### config.mk
export PLATFORM = sky130hd
export DESIGN_NAME = btb_entry_store
export DESIGN_NICKNAME = d
export VERILOG_FILES = /design/src/hw/rtl/btb_pkg.sv /design/src/hw/rtl/btb_entry_store.sv
export SDC_FILE = /design/constraint.sdc
export NUM_CORES = 2
export LEC_CHECK = 0
export ABC_AREA = 1
export BUFFER_PORTS_ARGS = -buffer_cell sky130_fd_sc_hd__buf_2
export CORE_MARGIN = 2
export CORE_UTILIZATION = 25
export DETAILED_ROUTE_END_ITERATION = 6
export PLACE_DENSITY = 0.49
export SYNTH_ARGS = -nofsm -noshare
export SYNTH_HDL_FRONTEND = slang
export SYNTH_SLANG_ARGS = --single-unit
### constraint.sdc
create_clock -name clock -period 9.2 [get_ports clock]
set_clock_uncertainty 0.2 [all_clocks]
set_input_delay 0.92 -clock clock [delete_from_list [all_inputs] [get_ports clock]]
set_output_delay 0.92 -clock clock [all_outputs]
set_load 0.03 [all_outputs]
### src/hw/rtl/btb_pkg.sv
package btb_pkg;

   localparam int BTB_ENTRIES = 32;
   localparam int MAX_HISTORY = 8;
   localparam int LINE_W      = $clog2(BTB_ENTRIES);
   localparam int HIST_W      = MAX_HISTORY;
   localparam int SLOTS       = 1 << MAX_HISTORY;
   localparam int TAG_W       = 32 - 2 - LINE_W;
   localparam int LADDR_W     = LINE_W + HIST_W;
   localparam int MAX_TAG     = 30;

   localparam logic [2:0] CSR_HISTORY_BITS  = 3'd0;
   localparam logic [2:0] CSR_TAG_BITS      = 3'd1;
   localparam logic [2:0] CSR_INITIAL_STATE = 3'd2;
   localparam logic [2:0] CSR_GLOBAL_HIST   = 3'd3;
   localparam logic [2:0] CSR_GLOBAL_TABLE  = 3'd4;
   localparam logic [2:0] CSR_SHARE_MODE    = 3'd5;

   localparam logic [1:0] SHARE_NONE = 2'd0;
   localparam logic [1:0] SHARE_LOW  = 2'd1;
   localparam logic [1:0] SHARE_HIGH = 2'd2;

   localparam logic OP_PREDICT = 1'b0;
   localparam logic OP_UPDATE  = 1'b1;

   typedef enum logic [2:0] {
      ST_IDLE,
      ST_ENTRY,
      ST_FILL,
      ST_ISSUE,
      ST_COUNT
   } state_type;

   typedef struct packed {
      logic              we;
      logic [LINE_W-1:0] idx;
      logic [TAG_W-1:0]  tag;
      logic [31:0]       target;
      logic [HIST_W-1:0] hist;
   } entry_wr_type;

   typedef struct packed {
      logic              valid;
      logic [TAG_W-1:0]  tag;
      logic [31:0]       target;
      logic [HIST_W-1:0] hist;
   } entry_rd_type;

   typedef struct packed {
      logic               rd_en;
      logic               wr_en;
      logic               shared;
      logic [LADDR_W-1:0] local_addr;
      logic [HIST_W-1:0]  slot;
      logic [1:0]         wdata;
   } ctr_req_type;

   function automatic logic [HIST_W-1:0] hist_mask(input logic [3:0] n);
      logic [HIST_W-1:0] m;
      for (int i = 0; i < HIST_W; i++) begin
         m[i] = (i < int'(n)) || (i == 0);
      end
      return m;
   endfunction

   function automatic logic [TAG_W-1:0] tag_mask(input logic [4:0] n);
      logic [TAG_W-1:0] m;
      for (int i = 0; i < TAG_W; i++) begin
         m[i] = (i < int'(n)) || (i == 0);
      end
      return m;
   endfunction

endpackage

### src/hw/rtl/btb_entry_store.sv
module btb_entry_store
   import btb_pkg::*;
(
   input  logic              clock,
   input  logic              reset,
   input  logic              rd_en,
   input  logic [LINE_W-1:0] rd_idx,
   input  entry_wr_type      wr,
   output entry_rd_type      rd
);

   logic [TAG_W-1:0]       tag_mem    [BTB_ENTRIES];
   logic [31:0]            target_mem [BTB_ENTRIES];
   logic [HIST_W-1:0]      hist_mem   [BTB_ENTRIES];
   logic [BTB_ENTRIES-1:0] valid_ff;
   logic [BTB_ENTRIES-1:0] valid_in;
   logic                   rd_valid_ff;
   logic [TAG_W-1:0]       rd_tag_ff;
   logic [31:0]            rd_target_ff;
   logic [HIST_W-1:0]      rd_hist_ff;

   always_comb begin
      valid_in = valid_ff;
      if (wr.we) begin
         valid_in[wr.idx] = 1'b1;
      end
   end

   always_ff @(posedge clock) begin
      if (reset) begin
         valid_ff <= '0;
      end else begin
         valid_ff <= valid_in;
      end
   end

   always_ff @(posedge clock) begin
      if (wr.we) begin
         tag_mem[wr.idx]    <= wr.tag;
         target_mem[wr.idx] <= wr.target;
         hist_mem[wr.idx]   <= wr.hist;
      end
      if (rd_en) begin
         rd_valid_ff  <= valid_ff[rd_idx];
         rd_tag_ff    <= tag_mem[rd_idx];
         rd_target_ff <= target_mem[rd_idx];
         rd_hist_ff   <= hist_mem[rd_idx];
      end
   end

   assign rd = '{valid: rd_valid_ff, tag: rd_tag_ff, target: rd_target_ff, hist: rd_hist_ff};

endmodule

# --- Yosys cells after proc, flatten, opt, wreduce, memory -nomap -nowiden ---
# Memory sizes are Yosys's and may differ from the RTL's. A register that Yosys moved wholly into a read port is not among the register bits.
# Cells that the tools add are included.
totals:
  ff_bits: 33
  ramBits: 2080
  input_bits: 79
  out_inout_bits: 66
  mem_count: 3
mem_list:
  columns: ["name", "words", "word_bits", "rd", "rd_ports_with_merged_regs", "write_ports", "line_no", "source"]
  rows:
  - ["target_mem", 32, 32, 1, 1, 1, "btb_entry_store.sv:13", "logic [31:0] target_mem [BTB_ENTRIES];"]
  - ["tag_mem", 32, 25, 1, 1, 1, "btb_entry_store.sv:12", "logic [TAG_W-1:0] tag_mem [BTB_ENTRIES];"]
  - ["hist_mem", 32, 8, 1, 1, 1, "btb_entry_store.sv:14", "logic [HIST_W-1:0] hist_mem [BTB_ENTRIES];"]
op_classes:
  order_cmp: 3
  n_mux: 6
  n_bitwise: 1
  n_reduce_logical: 1
op_table:
  columns: ["op", "n"]
  rows:
  - ["32-bit OR", 1]
  - ["5-bit by 6-bit less-than comparator with 1-bit output, second input constant", 2]
  - ["1-bit binary-select mux with 5-bit select", 1]
  - ["1-bit demux with 5-bit select", 1]
  - ["5-bit by 1-bit greater-or-equal comparator with 1-bit output, second input constant", 1]
  - ["1-bit 2-to-1 mux", 4]
  - ["1-bit logical AND", 1]

# --- Depth between registers and ports, before layout ---
logic_depth:
  depth_word: 5
  mapped_depth: 13
  mapped_depth_nobuf: 9

# --- Worst setup path after synthesis ---
# No wires, ideal clock.
synth_path:
  kind: "in2reg"
  startpoint: "in wr[70] (netlist name)"
  endpoint: "mem hist_mem[15][0] (netlist name) (enable)"
  setup_time_ns: 0.490
  arrival_time_ns: 4.240
  required_ns: 8.510
  slack_ns: 4.270
  path_stages: 4
  n_path_buf: 0
  path_cell_list: "inv_1 nor3_1 inv_1 nor2_1"
synth_between:
  elab_chain_len: 2
synth_rtl:
  columns: ["item", "line_no", "source"]
  rows:
  - ["start: declaration", "btb_entry_store.sv:8", "input entry_wr_type wr,"]
  - ["1-bit 2-to-1 mux", "btb_entry_store.sv:38", "if (wr.we) begin"]
  - ["1-bit 2-to-1 mux (not written as such)", "btb_entry_store.sv:41", "hist_mem[wr.idx] <= wr.hist;"]
  - ["end: declaration", "btb_entry_store.sv:14", null]
# Every way passes these cells.

==> flow_summary.yaml <==
clock_tree:
  cts_root_buf: "clkbuf_16"
  cts_resized: 0
  clkLatencyLatePin_ps: 890
  ctsHoldBuffers: 0
  clk_pin_slew_ps: 60
  h-tree-depth: 4
  clockBufferDepth: 4
  cts_setup_buffers: 0
  cts_tree: "built"
  cts.sinks: 2178
  cts_buffers: 216
logic_synthesis:
  synth_flop_cell: "edfxtp_1"
  synth-edff-count: 2146
  yosysTopAreaCell: "edfxtp_1"
  synth.top_cell.area_share: 0.745
  synthCells: 7060
  muxShareOfSynthArea: 0
  yosys-top-cells-count: "nand2_1, edfxtp_1, nand3_1"
  synth-compound-area-share: 0
  syn_area_um2: 86500
  synthSimpleGateAreaFrac: 0.218
  synthXorXnorAreaFrac: 0
  ys_ff_latch: 2178
  synth_top_family_by_area: "simple AND/OR/NAND/NOR gates"
  ys_types: 16
  yosys.cell_count.top_type: "nand2_1"
  synth_fa_ha_area_frac: 0
  avgSynthCellArea_um2: 12.2
  synthArstFlopShare: 0
  synthTopCellsByArea: "edfxtp_1, nand3_1, nand2_1, buf_2, dfxtp_1"
  ys_seq_area_frac: 0.753
  synthesis.nets: 7139
  yosysWarnings: 0
setup_path:
  required_ps: 9690
  cpPeakStageDelay_ps: 920
  cp_top_family: "buffers and inverters"
  worstPathCellList: "buf_8, buf_4, buf_4, nand2_1, nand3_1, nand3_1, nand3_1, nand3_1, nand2_1"
  critPathBufInv: 3
  crit_type: "input pin to flip-flop"
  critPathLaunchType: "input pin"
  crit_path_frequent_cell: "nand3_1"
  worstPathArrival_ps: 4300
  slowest_stage: "buf_4"
  critPathMaxFanout: 100
  endpoint_kind: "flip-flop"
global_route:
  met1_usage: 0.234
  use_met3: 0.0325
  first_global_vias: 54400
  grt_pass1_wl_um: 402000
  grt_remaining_overflow: 0
  gr-usage-met2: 0.235
  antenna_found_initial: 51
  grtUsageTotal: 0.157
  grt_max_degree: 232
  grt.busiest_layer: "met2"
detailed_routing:
  drt_first_pass_iters: 7
  vias: 56400
  drt-initial-drc-count: 6696
  wl_um: 282000
  drcViolationCount: 5
  wire_per_inst_um: 23.9
  vias_per_cell: 4.78
  ant_nets: 0
place:
  gp_congestion: 0.741
  dp.cells: 11400
  dp_slack_ps: 4580
  dp_hpwl_um: 137000
  io_buffers: 144
layout:
  fin_util: 0.286
  fin_cells: 11800
  nNetsFinal: 7149
  nFillCells: 35000
  drive_gt1_frac: 0.0772
  syn2layout_area_growth_pct: 13.6
outcome:
  violations: "design-rule violations, max-slew violations"
  outcome: "finished, violations left"
timing:
  final_hold_viol_count: 0
  setup_ws_ps: 5390
  setup_viol: 0
  rsz0062_at_grt: "no"
  fin_crit_ps: 3810
  clock.fmax_ghz: 0.262
  period_share: 0.414
  drv_slew: 64
  fin_tns_setup_ps: 0
  worstMarginPinSlew_ps: 1570
  max_slew_margin: -0.0461
floorplan:
  start_util: 0.252
  rows: 215
  die_h_um: 592
  pin_count: 145
  fp.coreArea_um2: 344000
  die_w_um: 592
  dieArea_um2: 351000
pwr:
  peakVddDrop_uv: 171
  power_leakage_nw: 33.8
  power.density_nw_per_um2: 213
  p_total_mw: 20.9
worst_hold_path:
  worstHoldPathType: "flip-flop to flip-flop"
run:
  drv_cap: 0
## metal layers
layer	vias to the layer above	share of wire
li1	25000	-
met1	28800	0.46
met2	2251	0.43
met3	350	0.085
met4	42	0.016
met5	-	0.00093
## sequential cells by signal, indices dropped and copies added, names as in the netlist
signal        cells
target_mem     1024
rd_valid_ff       1
valid_ff         32
hist_mem        256
rd_tag_ff        25
rd_hist_ff        8
rd_target_ff     32
tag_mem         800
## final cells by class
cell class / count / area [um^2] / share of cell area
antenna: 11 / 27.5 / 0.000280
clock buffer: 276 / 5710 / 0.0582
clock inverter: 98 / 798 / 0.00813
inverter: 30 / 191 / 0.00195
multi-input combinational: 4395 / 19000 / 0.194
sequential: 2178 / 65100 / 0.663
tap: 4557 / 5700 / 0.0581
timing repair buffer: 249 / 1660 / 0.0169
## worst register-to-register path: stages, from the launching register on
cell	delay, ps
edfxtp_1	370
nand2_1	80
nand3_1	100
nand3_1	150
nand3_1	130
nand3_1	120
nand2_1	300
## layout by cell type, fill, tap and decap left out
master,netlist,final
buf_6,25,2
buf_4,53,97
inv_16,0,1
clkbuf_16,0,219
diode_2,0,11
inv_8,0,3
buf_8,2,3
inv_6,0,10
clkinvlp_4,0,2
buf_12,0,8
buf_2,242,138
clkinv_1,1,47
nand2_1,2443,2443
dfxtp_1,32,32
nand3_1,1851,1851
clkinv_4,0,1
clkbuf_1,87,55
nor2_4,0,25
clkinv_2,0,32
edfxtp_1,2146,2146
inv_1,27,18
nor2_1,89,64
bufinv_16,0,14
clkbuf_8,0,3
nor3_1,12,12
## report_power, final
part	switching [mW]	internal, mW
registers	0.0563	11.1
logic	0.983	0.286
clock network	3.77	4.74
total	4.80	16.1
## path summary, 6_finish.rpt
check                                    from          endpoint  slack [ps]  depth (start not counted)
worst max-delay path                rd_idx[0]  rd_target_ff[21]        5390                          9
worst min-delay path             valid_ff[30]      valid_ff[30]         270                          2
worst max register to register  tag_mem[9][4]      rd_tag_ff[4]        7350                          6
worst min register to register   valid_ff[30]      valid_ff[30]         270                          2
## cells by family (layout without fill, tap and decap cells)
| group | count (synthesis) | count (layout) |
|---|---|---|
| simple gates | 4395 | 4395 |
| buf+inv | 487 | 653 |
| flops | 2178 | 2178 |
| other cells | 0 | 11 |
## stage by stage
step | hold WS [ps] | area [um^2]
global placement | 249 | 91700
CTS | 274 | 98200
floorplan | 240 | 86500
detailed placement | 259 | 91700
global route | 302 | 98200
finish | 270 | 98200
No activity file was read; power rests on OpenSTA's default activity.
